File: src/rtl/core/twst_pkg.sv
// twst_pkg: shared types, constants and register indexes for the
// twist-to-skid-steer PWM mixer. No dependencies.
package twst_pkg;

  localparam int DUTY_BITS   = 10;
  localparam int DUTY_MAX    = (1 << DUTY_BITS) - 1;
  localparam int Q_SHIFT     = 12;
  localparam int Q_ONE       = 1 << Q_SHIFT;
  localparam int MAG_W       = Q_SHIFT + 1;
  localparam int CFG_DUTY_W  = 10;
  localparam int CFG_DB_W    = 13;
  localparam int CFG_TO_W    = 16;
  localparam int CFG_DATA_W  = 16;
  localparam int CFG_IDX_W   = 3;
  localparam int VEL_W       = 16;
  localparam int TICK_W      = 16;
  // floor(x / 5) == (x * DIV5_RECIP) >> DIV5_SHIFT for x below 16384
  localparam int DIV5_RECIP  = 13108;
  localparam int DIV5_SHIFT  = 16;

  localparam logic [CFG_DUTY_W-1:0] RST_MIN_DUTY = CFG_DUTY_W'(250);
  localparam logic [CFG_DUTY_W-1:0] RST_MAX_DUTY = CFG_DUTY_W'(400);
  localparam logic [CFG_DB_W-1:0]   RST_LIN_DB   = CFG_DB_W'(82);
  localparam logic [CFG_DB_W-1:0]   RST_ANG_DB   = CFG_DB_W'(82);
  localparam logic [CFG_TO_W-1:0]   RST_TIMEOUT  = CFG_TO_W'(2000);

  localparam logic MODE_CMD  = 1'b0;
  localparam logic MODE_TICK = 1'b1;

  typedef enum logic [CFG_IDX_W-1:0] {
    CFG_MIN_DUTY = 3'd0,
    CFG_MAX_DUTY = 3'd1,
    CFG_LIN_DB   = 3'd2,
    CFG_ANG_DB   = 3'd3,
    CFG_TIMEOUT  = 3'd4
  } cfg_idx_t;

  typedef enum logic [1:0] {
    ST_DRIVING = 2'd0,
    ST_NO_CMD  = 2'd1,
    ST_TIMEOUT = 2'd2
  } status_t;

  typedef struct packed {
    logic [CFG_DUTY_W-1:0] min_duty;
    logic [CFG_DUTY_W-1:0] max_duty;
    logic [CFG_DB_W-1:0]   lin_db;
    logic [CFG_DB_W-1:0]   ang_db;
    logic [CFG_TO_W-1:0]   timeout;
  } cfg_t;

  typedef struct packed {
    status_t          status;
    logic             fwd_nz;
    logic             fwd_neg;
    logic [MAG_W-1:0] fwd_mag;
    logic             turn_nz;
    logic             turn_neg;
    logic [MAG_W-1:0] turn_mag;
  } front_t;

  typedef struct packed {
    status_t              status;
    logic                 fwd_nz;
    logic                 fwd_neg;
    logic                 turn_nz;
    logic                 turn_neg;
    logic [DUTY_BITS-1:0] base;
    logic [DUTY_BITS-1:0] tduty;
  } duty_t;

  typedef struct packed {
    status_t              status;
    logic [DUTY_BITS-1:0] right_rev;
    logic [DUTY_BITS-1:0] right_fwd;
    logic [DUTY_BITS-1:0] left_rev;
    logic [DUTY_BITS-1:0] left_fwd;
  } mix_t;

endpackage

File: src/rtl/core/twst_front.sv
// twst_front: held command, elapsed-tick counter, timeout check and
// deadbands; registers the result as stage one. Depends on twst_pkg.
module twst_front (
  input  logic                        clk,
  input  logic                        rst,
  input  logic                        accept,
  input  logic                        mode,
  input  logic [twst_pkg::VEL_W-1:0]  lin_x,
  input  logic [twst_pkg::VEL_W-1:0]  lin_y,
  input  logic [twst_pkg::VEL_W-1:0]  ang_z,
  input  twst_pkg::cfg_t              cfg,
  output twst_pkg::front_t            front
);
  import twst_pkg::*;

  logic [VEL_W-1:0]  held_lin_x, held_lin_y, held_ang_z;
  logic [VEL_W-1:0]  held_lin_x_next, held_lin_y_next, held_ang_z_next;
  logic              have_command, have_command_next;
  logic [TICK_W-1:0] elapsed_ticks, elapsed_ticks_next;
  logic [VEL_W-1:0]  fwd_raw;
  logic [VEL_W:0]    fwd_abs, turn_abs;
  front_t            front_next;

  function automatic logic [VEL_W:0] abs_ext(input logic [VEL_W-1:0] v);
    logic signed [VEL_W:0] e;
    e = $signed({v[VEL_W-1], v});
    return e[VEL_W] ? unsigned'(-e) : unsigned'(e);
  endfunction

  function automatic logic [MAG_W-1:0] sat_mag(input logic [VEL_W:0] a);
    return (a > (VEL_W+1)'(Q_ONE)) ? MAG_W'(Q_ONE) : a[MAG_W-1:0];
  endfunction

  always_comb begin
    held_lin_x_next    = held_lin_x;
    held_lin_y_next    = held_lin_y;
    held_ang_z_next    = held_ang_z;
    have_command_next  = have_command;
    elapsed_ticks_next = elapsed_ticks;
    if (mode == MODE_CMD) begin
      held_lin_x_next    = lin_x;
      held_lin_y_next    = lin_y;
      held_ang_z_next    = ang_z;
      have_command_next  = 1'b1;
      elapsed_ticks_next = '0;
    end else if (elapsed_ticks != '1) begin
      elapsed_ticks_next = elapsed_ticks + TICK_W'(1);
    end
  end

  always_comb begin
    fwd_raw  = (held_lin_y_next != '0) ? held_lin_y_next : held_lin_x_next;
    fwd_abs  = abs_ext(fwd_raw);
    turn_abs = abs_ext(held_ang_z_next);
    priority if (!have_command_next) begin
      front_next.status = ST_NO_CMD;
    end else if (elapsed_ticks_next > cfg.timeout) begin
      front_next.status = ST_TIMEOUT;
    end else begin
      front_next.status = ST_DRIVING;
    end
    front_next.fwd_nz   = (fwd_abs != '0) && (fwd_abs >= (VEL_W+1)'(cfg.lin_db));
    front_next.fwd_neg  = fwd_raw[VEL_W-1];
    front_next.fwd_mag  = sat_mag(fwd_abs);
    front_next.turn_nz  = (turn_abs != '0) && (turn_abs >= (VEL_W+1)'(cfg.ang_db));
    front_next.turn_neg = held_ang_z_next[VEL_W-1];
    front_next.turn_mag = sat_mag(turn_abs);
  end

  always_ff @(posedge clk) begin
    if (rst) begin
      held_lin_x    <= '0;
      held_lin_y    <= '0;
      held_ang_z    <= '0;
      have_command  <= 1'b0;
      elapsed_ticks <= '0;
    end else if (accept) begin
      held_lin_x    <= held_lin_x_next;
      held_lin_y    <= held_lin_y_next;
      held_ang_z    <= held_ang_z_next;
      have_command  <= have_command_next;
      elapsed_ticks <= elapsed_ticks_next;
    end
  end

  always_ff @(posedge clk) begin
    if (accept) begin
      front <= front_next;
    end
  end

endmodule

File: src/rtl/core/twst_duty.sv
// twst_duty: maps forward and turn magnitudes to duties (one multiply
// each) and registers stage two. Depends on twst_pkg.
module twst_duty (
  input  logic              clk,
  input  logic              load,
  input  twst_pkg::front_t  front,
  input  twst_pkg::cfg_t    cfg,
  output twst_pkg::duty_t   duty
);
  import twst_pkg::*;

  duty_t duty_next;

  function automatic logic [DUTY_BITS-1:0] to_duty(
    input logic                  nz,
    input logic [MAG_W-1:0]      mag,
    input logic [CFG_DUTY_W-1:0] dmin,
    input logic [CFG_DUTY_W-1:0] dmax
  );
    logic signed [CFG_DUTY_W:0]       span;
    logic signed [MAG_W+CFG_DUTY_W:0] prod;
    logic signed [MAG_W+CFG_DUTY_W:0] prod_neg;
    logic signed [MAG_W-1:0]          q;
    logic signed [MAG_W:0]            v;
    span     = $signed({1'b0, dmax}) - $signed({1'b0, dmin});
    prod     = $signed({1'b0, mag}) * span;
    prod_neg = -prod;
    // quotient truncates toward zero
    q = prod[MAG_W+CFG_DUTY_W] ? -$signed(MAG_W'(prod_neg >>> Q_SHIFT))
                               : $signed(MAG_W'(prod >>> Q_SHIFT));
    v = $signed({(MAG_W+1-CFG_DUTY_W)'(0), dmin}) + $signed({q[MAG_W-1], q});
    if (!nz) return '0;
    if (v < 0) return '0;
    if (v > (MAG_W+1)'(DUTY_MAX)) return DUTY_BITS'(DUTY_MAX);
    return DUTY_BITS'(v);
  endfunction

  always_comb begin
    duty_next.status   = front.status;
    duty_next.fwd_nz   = front.fwd_nz;
    duty_next.fwd_neg  = front.fwd_neg;
    duty_next.turn_nz  = front.turn_nz;
    duty_next.turn_neg = front.turn_neg;
    duty_next.base     = to_duty(front.fwd_nz, front.fwd_mag, cfg.min_duty, cfg.max_duty);
    duty_next.tduty    = to_duty(front.turn_nz, front.turn_mag, cfg.min_duty,
                                 cfg.max_duty);
  end

  always_ff @(posedge clk) begin
    if (load) begin
      duty <= duty_next;
    end
  end

endmodule

File: src/rtl/core/twst_mix.sv
// twst_mix: picks stop, spin, straight or arc and builds the four channel
// duties into the output register. Depends on twst_pkg.
module twst_mix (
  input  logic             clk,
  input  logic             load,
  input  twst_pkg::duty_t  duty,
  output twst_pkg::mix_t   mix
);
  import twst_pkg::*;

  localparam int PROD_W = DUTY_BITS + 2 + DIV5_SHIFT;

  logic [DUTY_BITS+1:0] t3;
  logic [PROD_W-1:0]    t3_scaled;
  logic [DUTY_BITS-1:0] delta;
  logic [DUTY_BITS:0]   outer_sum;
  logic [DUTY_BITS-1:0] inner, outer;
  logic [DUTY_BITS-1:0] left_spd, right_spd;
  logic                 left_fwd_dir, right_fwd_dir;
  mix_t                 mix_next;

  always_comb begin
    t3        = (DUTY_BITS+2)'(duty.tduty) * (DUTY_BITS+2)'(3);
    t3_scaled = PROD_W'(t3) * PROD_W'(DIV5_RECIP);
    delta     = DUTY_BITS'(t3_scaled >> DIV5_SHIFT);
    inner     = (duty.base > delta) ? duty.base - delta : '0;
    outer_sum = {1'b0, duty.base} + {1'b0, delta};
    outer     = outer_sum[DUTY_BITS] ? DUTY_BITS'(DUTY_MAX) : outer_sum[DUTY_BITS-1:0];
  end

  always_comb begin
    left_spd      = '0;
    right_spd     = '0;
    left_fwd_dir  = 1'b1;
    right_fwd_dir = 1'b1;
    if (duty.status == ST_DRIVING) begin
      priority if (!duty.fwd_nz && !duty.turn_nz) begin
        left_spd  = '0;
        right_spd = '0;
      end else if (!duty.fwd_nz) begin
        left_spd      = duty.tduty;
        right_spd     = duty.tduty;
        left_fwd_dir  = duty.turn_neg;
        right_fwd_dir = !duty.turn_neg;
      end else if (!duty.turn_nz) begin
        left_spd      = duty.base;
        right_spd     = duty.base;
        left_fwd_dir  = !duty.fwd_neg;
        right_fwd_dir = !duty.fwd_neg;
      end else begin
        // left is the inner side on a left turn
        left_spd      = duty.turn_neg ? outer : inner;
        right_spd     = duty.turn_neg ? inner : outer;
        left_fwd_dir  = !duty.fwd_neg;
        right_fwd_dir = !duty.fwd_neg;
      end
    end
    mix_next.status    = duty.status;
    mix_next.left_fwd  = left_fwd_dir ? left_spd : '0;
    mix_next.left_rev  = left_fwd_dir ? '0 : left_spd;
    mix_next.right_fwd = right_fwd_dir ? right_spd : '0;
    mix_next.right_rev = right_fwd_dir ? '0 : right_spd;
  end

  always_ff @(posedge clk) begin
    if (load) begin
      mix <= mix_next;
    end
  end

endmodule

File: src/rtl/core/twist_to_skid_steer_pwm.sv
// twist_to_skid_steer_pwm: top level of the skid-steer PWM mixer.
// Depends on twst_pkg, twst_front, twst_duty, twst_mix.
//
// Usage:
//   Slave stream s_*: one beat is a velocity command (tuser = 0) carrying
//   lin_x, lin_y, ang_z in signed Q3.12, or a 1 ms tick (tuser = 1).
//   Master stream m_*: exactly one beat per input beat, in order, with the
//   four channel duties and a status code (0 driving, 1 no command yet,
//   2 timed out).
//   Config port: cfg_we writes cfg_data into register cfg_index at the
//   clock edge; write only while no beats are in flight.
// Timing:
//   Three register stages (state/deadband, duty multiply, mix/output).
//   One beat per cycle sustained while m_tready is high. Stages shift
//   only where the next one is free, so a stall on m_tready fills the
//   empty stages before s_tready drops.
// Reset:
//   rst (synchronous) empties the pipe, clears the held command and tick
//   count, and loads the register defaults (250, 400, 82, 82, 2000).
module twist_to_skid_steer_pwm (
  input  logic                               clk,
  input  logic                               rst,
  input  logic                               s_tvalid,
  output logic                               s_tready,
  input  logic [47:0]                        s_tdata,  // lin_x, lin_y, ang_z
  input  logic                               s_tuser,  // mode
  output logic                               m_tvalid,
  input  logic                               m_tready,
  // left_fwd_duty, left_rev_duty, right_fwd_duty, right_rev_duty, status, zero pad
  output logic [47:0]                        m_tdata,
  input  logic                               cfg_we,
  input  logic [twst_pkg::CFG_IDX_W-1:0]     cfg_index,
  input  logic [twst_pkg::CFG_DATA_W-1:0]    cfg_data
);
  import twst_pkg::*;

  localparam int OUT_W = 4 * DUTY_BITS + 2;

  cfg_t   cfg;
  front_t front;
  duty_t  duty;
  mix_t   mix;
  logic   v1, v2, v3;
  logic   adv1, adv2, adv3;
  logic   accept;

  assign adv3     = !v3 || m_tready;
  assign adv2     = !v2 || adv3;
  assign adv1     = !v1 || adv2;
  assign s_tready = adv1;
  assign accept   = s_tvalid && s_tready;

  always_ff @(posedge clk) begin
    if (rst) begin
      cfg.min_duty <= RST_MIN_DUTY;
      cfg.max_duty <= RST_MAX_DUTY;
      cfg.lin_db   <= RST_LIN_DB;
      cfg.ang_db   <= RST_ANG_DB;
      cfg.timeout  <= RST_TIMEOUT;
    end else if (cfg_we) begin
      case (cfg_index)
        CFG_MIN_DUTY: cfg.min_duty <= cfg_data[CFG_DUTY_W-1:0];
        CFG_MAX_DUTY: cfg.max_duty <= cfg_data[CFG_DUTY_W-1:0];
        CFG_LIN_DB:   cfg.lin_db   <= cfg_data[CFG_DB_W-1:0];
        CFG_ANG_DB:   cfg.ang_db   <= cfg_data[CFG_DB_W-1:0];
        CFG_TIMEOUT:  cfg.timeout  <= cfg_data[CFG_TO_W-1:0];
        default: ;
      endcase
    end
  end

  always_ff @(posedge clk) begin
    if (rst) begin
      v1 <= 1'b0;
      v2 <= 1'b0;
      v3 <= 1'b0;
    end else begin
      if (adv1) v1 <= accept;
      if (adv2) v2 <= v1;
      if (adv3) v3 <= v2;
    end
  end

  twst_front u_front (
    .clk   (clk),
    .rst   (rst),
    .accept(accept),
    .mode  (s_tuser),
    .lin_x (s_tdata[15:0]),
    .lin_y (s_tdata[31:16]),
    .ang_z (s_tdata[47:32]),
    .cfg   (cfg),
    .front (front)
  );

  twst_duty u_duty (
    .clk  (clk),
    .load (v1 && adv2),
    .front(front),
    .cfg  (cfg),
    .duty (duty)
  );

  twst_mix u_mix (
    .clk (clk),
    .load(v2 && adv3),
    .duty(duty),
    .mix (mix)
  );

  assign m_tvalid = v3;
  assign m_tdata  = {(48 - OUT_W)'(0), mix.status, mix.right_rev, mix.right_fwd,
                     mix.left_rev, mix.left_fwd};

  a_stopped_zero: assert property (@(posedge clk) disable iff (rst)
    (m_tvalid && mix.status != ST_DRIVING) |->
      (mix.left_fwd == '0 && mix.left_rev == '0 &&
       mix.right_fwd == '0 && mix.right_rev == '0))
    else $error("duty nonzero while stopped");

  a_one_dir: assert property (@(posedge clk) disable iff (rst)
    m_tvalid |-> ((mix.left_fwd == '0 || mix.left_rev == '0) &&
                  (mix.right_fwd == '0 || mix.right_rev == '0)))
    else $error("both channels of one side driven");

  a_cmd_drives: assert property (@(posedge clk) disable iff (rst)
    (accept && s_tuser == MODE_CMD) |=> (front.status == ST_DRIVING))
    else $error("command did not restart driving");

  a_stage_move: assert property (@(posedge clk) disable iff (rst)
    (v2 && adv3) |=> v3)
    else $error("stage two beat lost");

endmodule
File: config.mk
export PLATFORM = sky130hd
export DESIGN_NAME = twist_to_skid_steer_pwm
export DESIGN_NICKNAME = d
export VERILOG_FILES = /design/src/rtl/core/twst_pkg.sv /design/src/rtl/core/twst_front.sv /design/src/rtl/core/twst_duty.sv /design/src/rtl/core/twst_mix.sv /design/src/rtl/core/twist_to_skid_steer_pwm.sv
export SDC_FILE = /design/constraint.sdc
export NUM_CORES = 2
export LEC_CHECK = 0
export ABC_AREA = 1
export ABC_CLOCK_PERIOD_IN_PS = 11500
export BUFFER_PORTS_ARGS = -buffer_cell sky130_fd_sc_hd__buf_2
export CORE_ASPECT_RATIO = 0.6
export CORE_MARGIN = 1.5
export CORE_UTILIZATION = 34
export CTS_CLUSTER_SIZE = 28
export DETAILED_ROUTE_END_ITERATION = 10
export PLACE_DENSITY_LB_ADDON = 0.08
export SLEW_MARGIN = 20
export SYNTH_ARGS = -nofsm -noshare
export SYNTH_HDL_FRONTEND = slang
export SYNTH_HIERARCHICAL = 1
export SYNTH_SLANG_ARGS = --single-unit
File: constraint.sdc
create_clock -name clk -period 11.5 [get_ports clk]
set_input_delay 2.3 -clock clk [delete_from_list [all_inputs] [get_ports clk]]
set_output_delay 2.3 -clock clk [all_outputs]
set_load 0.005 [all_outputs]
* After elaboration in Yosys (flattened, before gate mapping)
Cells that the tools add are included.
Storage, ports and cells: logic and storage cells 141, register bits 230, input port bits 73, output and inout bits 50
Cells by class: reduce and logical (&&, ||, !) cells 26, magnitude comparators 10, equal/unequal tests 5, $add $sub $neg 12, $mul 4, multiplexer cells 52
Operators by type and width (number):
- $mux W10 | 24
- $mux W16 | 6
- $mul A14 B11 Y24 | 2
- $neg A24 Y24 | 2
- $ge A17 B13 Y1 | 2
- $gt A17 B13 Y1 const B | 2
- $mux W17 | 2
- $neg A16 Y17 | 2
- $reduce_bool A17 Y1 | 2
- $add A11 B13 Y14 | 2
- $gt A14 B11 Y1 const B | 2
- $lt A14 B1 Y1 const B | 2
- $mux W13 | 2
- $neg A12 Y13 | 2
- $mul A12 B12 Y24 const B | 1
- $mux W1 | 17
- $add A16 B1 Y16 const B | 1
- $gt A16 B16 Y1 | 1
- $ne A16 B16 Y1 const B | 1
- $reduce_bool A16 Y1 | 1
- $mul A10 B2 Y12 const B | 1
- $add A10 B10 Y11 | 1
- $sub A10 B10 Y11 | 1
- $gt A10 B10 Y1 | 1
- other kinds (11) | 29

* Depth between registers and ports, before layout
depth in word-level cells 14, gate-level depth with buffers 65, gate-level depth less buffers 63

* Cells and area by module
Netlist, hierarchy kept.
Modules (own cells, without submodules):
- twst_duty | area each 13913.3 µm², instances 1, cells each 2002, sequential area each 780.7 µm²
- twst_front | area each 6842.8 µm², instances 1, cells each 1024, sequential area each 2262.2 µm²
- twst_mix | area each 6608.8 µm², instances 1, cells each 875, sequential area each 1261.2 µm²
- twist_to_skid_steer_pwm | area each 2556.2 µm², instances 1, cells each 353, sequential area each 1301.2 µm²

* Least setup slack after synthesis
OpenSTA, ideal clock, no wires.
path type reg-to-reg, start point register cfg[53] (netlist name), end point register u_duty/duty[13] (netlist name), stages on the path, launching flop included 61, clock period less this slack 10108 ps, arrival time 9851 ps, required time 11242 ps, slack 1392 ps, setup time 258 ps, path buffers 2, cells stage by stage dfxtp_1 inv_1 ha_1 a21oi_1 nor2_1 o21ai_0 nand2_1 a21oi_1 or2_2 nand2_1 a21oi_1 or2_2 nand2_1 a21oi_1 or2_2 nand2_1 clkbuf_1 nor2_1 [25 not listed] ha_1 inv_1 fa_1 o21ai_0 a21oi_1 o21bai_1 a21oi_1 o21ai_0 a21oi_1 or2_2 nand2_1 nand3_1 nand2_1 nand2_1 nor2_2 nand2_2 nand2_4 a21oi_2
Between the ends: word-level cells in the longest chain between the ends 13, elaborated cells on any way between the ends 18, those cells by class add/sub (4); mul (1); order compare (2); mux (11)
RTL lines:
- $sub A10 B10 Y11 | line twst_duty.sv:25 | span = $signed({1'b0, dmax}) - $signed({1'b0, dmin});
- $mul A14 B11 Y24 | line twst_duty.sv:26 | prod = $signed({1'b0, mag}) * span;
- $neg A24 Y24 | line twst_duty.sv:27 | prod_neg = -prod;
- $neg A12 Y13 | line twst_duty.sv:29 | q = prod[MAG_W+CFG_DUTY_W] ? -$signed(MAG_W'(prod_neg >>> Q_SHIFT))
- $mux W13 | line twst_duty.sv:29
- $add A11 B13 Y14 (*) | line twst_duty.sv:31 | v = $signed({(MAG_W+1-CFG_DUTY_W)'(0), dmin}) + $signed({q[MAG_W-1], q});
- $gt A14 B11 Y1 | line twst_duty.sv:34 | if (v > (MAG_W+1)'(DUTY_MAX)) return DUTY_BITS'(DUTY_MAX);
- $mux W1 (2 in series) | line twst_duty.sv:34
- $mux W1 | line twst_duty.sv:33 | if (v < 0) return '0;
- $mux W10 | line twst_duty.sv:35 | return DUTY_BITS'(v);
- $mux W10 (*) | line twst_duty.sv:34
- $mux W10 (*) | line twst_duty.sv:33
Mark *: on every way between the ends. The rest lies on a longest branch, timed or not. The select of a mux whose other input is x is not followed. A chain may end at the register's enable or synchronous reset.

* Final worst setup path
start point register cfg[53] (netlist name), end point register u_duty/duty[2] (netlist name)
Between the ends: word-level cells in the longest chain between the ends 13, elaborated cells on any way between the ends 18, those cells by class add/sub (4); mul (1); order compare (2); mux (11)
RTL lines (line):
- $sub A10 B10 Y11 | twst_duty.sv:25
- $mul A14 B11 Y24 | twst_duty.sv:26
- $neg A24 Y24 | twst_duty.sv:27
- $neg A12 Y13 | twst_duty.sv:29
- $mux W13 | twst_duty.sv:29
- $add A11 B13 Y14 (*) | twst_duty.sv:31
- $gt A14 B11 Y1 | twst_duty.sv:34
- $mux W1 (2 in series) | twst_duty.sv:34
- $mux W1 | twst_duty.sv:33
- $mux W10 | twst_duty.sv:35
- $mux W10 (*) | twst_duty.sv:34
- $mux W10 (*) | twst_duty.sv:33
Marked as above.

==> impl_metrics.json <==
{
  "outcome": "completed",
  "grt_pass1_vias": 24900,
  "rrSetupSlack_ps": 860,
  "grtUsageMet1_pct": 35.5,
  "setup_violations": 0,
  "ctsLongestPathBuffers": 3,
  "synth.area.top_cells": "fa_1 16%, ha_1 14%, nand2_1 13%",
  "grt_pass1_wl_um": 146000,
  "syn_area_sq_mm": 0.0299,
  "worst_pin_slew_ps": 1070,
  "crit_path_top_delay_cell": "fa_1",
  "synth_cell_types": 61,
  "synthFlopType": "dfxtp_1",
  "r2r-start": "cfg[53]",
  "fin_crit_ps": 10640,
  "crit_path_max_fanout": 12,
  "rsz0062_at_grt": "false",
  "ys_seq_area_share_pct": 18.7,
  "max_stage_delay_ps": 560,
  "grt_max_degree": 69,
  "synth_top_cell_area_share_pct": 16.1,
  "cp-end-kind": "flip-flop",
  "die_area_sq_mm": 0.0899,
  "rows": 84,
  "vias": 26100,
  "timing.fmax_mhz": 93.9,
  "core_area_sq_mm": 0.0873,
  "holdBufCountCts": 0,
  "area_growth_pct": 8.96,
  "critPathKind": "reg2reg",
  "io_pins": 123,
  "syn_inst": 4254,
  "dp_hpwl_um": 77000,
  "wl_um": 92500,
  "first_iter_violations": 2079,
  "whs_path_depth": 0,
  "use_met3_pct": 2.95,
  "die_y_um": 233,
  "globalRouteTotalUtil_pct": 20.8,
  "drive_gt1_share_pct": 9.01,
  "yosysTopAreaCell": "fa_1",
  "synth.avg_cell_area_sq_um": 7.03,
  "grt_overflow": 0,
  "portBuffers": 116,
  "cts-htree-levels": 1,
  "gp_congestion": 0.869,
  "synth_edf_count": 100,
  "r2r-end": "u_duty/duty[2]",
  "routedWlPerCell_um": 16.8,
  "cts_tree": "built",
  "insertion_delay_ps": 570,
  "die_w_um": 386,
  "initial_core_util_pct": 34.3,
  "min_to": "u_duty/duty[24]",
  "tns_ps": 0,
  "crit_top_cell": "nand2_1",
  "cts_buffers": 29,
  "drc_errors": 0,
  "max_cap_violations": 0,
  "synthArstFlopShare_pct": 0,
  "cts.sinks": 230,
  "crit_required_ps": 11820,
  "gr-usage-met2_pct": 27.3,
  "postCtsSetupBuffers": 0,
  "startpoint_type": "flip-flop",
  "ant_nets": 0,
  "top_usage_layer": "met1",
  "vias_per_cell": 4.74,
  "clk_pin_slew_ps": 60,
  "post-route-period-util_pct": 92.6,
  "antenna_found_initial": 1,
  "arrival_ps": 10960,
  "ys_seq_elements": 230,
  "layout.nets": 4963,
  "cts_root_buf": "clkbuf_16",
  "min_from": "u_front/front[30]",
  "timing.hold.ws_ps": 419,
  "hold_path.class": "reg2reg",
  "first_pass_iters": 7,
  "reg2reg_depth": 61,
  "final-hold-violation-count": 0,
  "ys.warnings.count": 6,
  "fin_skew_ps": 17.9,
  "slew_headroom_pct": 28.7,
  "slew_violations": 0
}
==> how the worst max path moves through the flow <==
stage                     slack (ps)  startpoint         endpoint
after global routing              40     cfg[53]   u_duty/duty[7]
after CTS                        140     cfg[53]   u_duty/duty[2]
after floorplan                 1390     cfg[53]  u_duty/duty[13]
final                            860     cfg[53]   u_duty/duty[2]
after detailed placement         240     cfg[53]   u_duty/duty[5]
after global placement           420     cfg[53]   u_duty/duty[4]
==> placed cells by master (no fill, tap or decap), types with 6 or more instances in the layout <==
cell,netlist,final
clkinv_1,15,17
conb_1,1,6
dfxtp_1,130,128
fa_1,240,239
inv_2,28,31
mux2i_1,6,6
o21bai_1,15,14
clkbuf_8,0,6
clkbuf_16,0,29
a21oi_1,137,136
buf_4,12,29
nand3_1,206,206
or2_2,30,30
clkinv_2,0,7
xor2_1,57,57
a21oi_2,32,32
o21ai_1,13,16
nor2_1,508,508
xnor2_1,27,27
o21ai_0,164,157
nand3b_1,16,16
ha_1,335,335
o211ai_1,7,7
nand4_1,48,48
nand3_2,13,13
nand2_2,27,27
nor3_1,26,26
a21o_1,7,7
nor2_4,6,6
edfxtp_1,100,100
buf_2,23,116
inv_1,822,818
nor2_2,33,33
nand2_1,1026,1025
==> critical path: cells and delay by family, from the launching register on <==
kind            cells  cell delay [ps]
compound gates     15             1830
fa+ha+maj           9             3890
buf+inv            11              970
flops               1              380
simple gates       26             3310
==> cells in the mapped netlist (26+ instances only) <==
| master | instances |
|---|---|
| nor2_2 | 33 |
| nor3_1 | 26 |
| a21oi_1 | 137 |
| nand3_1 | 206 |
| ha_1 | 335 |
| fa_1 | 240 |
| o21ai_0 | 164 |
| edfxtp_1 | 100 |
| nor2_1 | 508 |
| nand4_1 | 48 |
| inv_1 | 822 |
| xnor2_1 | 27 |
| or2_2 | 30 |
| inv_2 | 28 |
| a21oi_2 | 32 |
| clkbuf_1 | 65 |
| nand2_2 | 27 |
| dfxtp_1 | 130 |
| nand2_1 | 1026 |
| xor2_1 | 57 |
==> registers in the layout, indices dropped and copies added (netlist names) <==
register,flops
cfg,62
m_tvalid,1
u_duty/duty,26
u_front/elapsed_ticks,16
u_front/front,32
u_front/have_command,1
u_front/held_ang_z,16
u_front/held_lin_x,16
u_front/held_lin_y,16
u_mix/mix,42
v1,1
v2,1
==> through the flow <==
| step | area [sq um] | setup WS (ps) | util [%] | instances |
|---|---|---|---|---|
| final | 32600 | 855 | 37.3 | 5500 |
| after global routing | 32600 | 37.0 | 37.3 | 5499 |
| after CTS | 32600 | 145 | 37.3 | 5499 |
| after detailed placement | 31600 | 235 | 36.2 | 5445 |
| after global placement | 31600 | 417 | 36.2 | 5445 |
| after floorplan | 29900 | 1390 | - | 4259 |
==> layer usage <==
metal	share of wire, %	routed length [um]
met1	57	52300
met2	36	33600
met3	6.4	5950
met4	0.69	639
met5	0	0
==> cell families after synthesis <==
logic type	Yosys count	synth area share [%]
fa+ha+maj	575	30.1
compound gates	411	7.85
flops	230	18.7
xor+xnor	85	2.51
buf+inv	985	12.9
other cells	1	0.0125
mux	6	0.201
simple gates	1961	27.7
==> cell type report <==
class | instances | area [sq um]
inverter | 865 | 3250
tap | 1161 | 1450
clock inverter | 16 | 166
clock buffer | 38 | 820
antenna | 1 | 2.50
timing repair buffer | 145 | 798
multi-input combinational | 3044 | 20500
fill | 9480 | 54700
sequential | 230 | 5610
==> repair_timing <==
action | in CTS | in global routing
resized for setup | 0 | 18
hold endpoints to repair | 0 | 0
setup endpoints to repair | 0 | 20
Power is left out: the tool's default activity adds up to more than one toggle a clock period on the data nets, which glitch-free logic cannot reach.
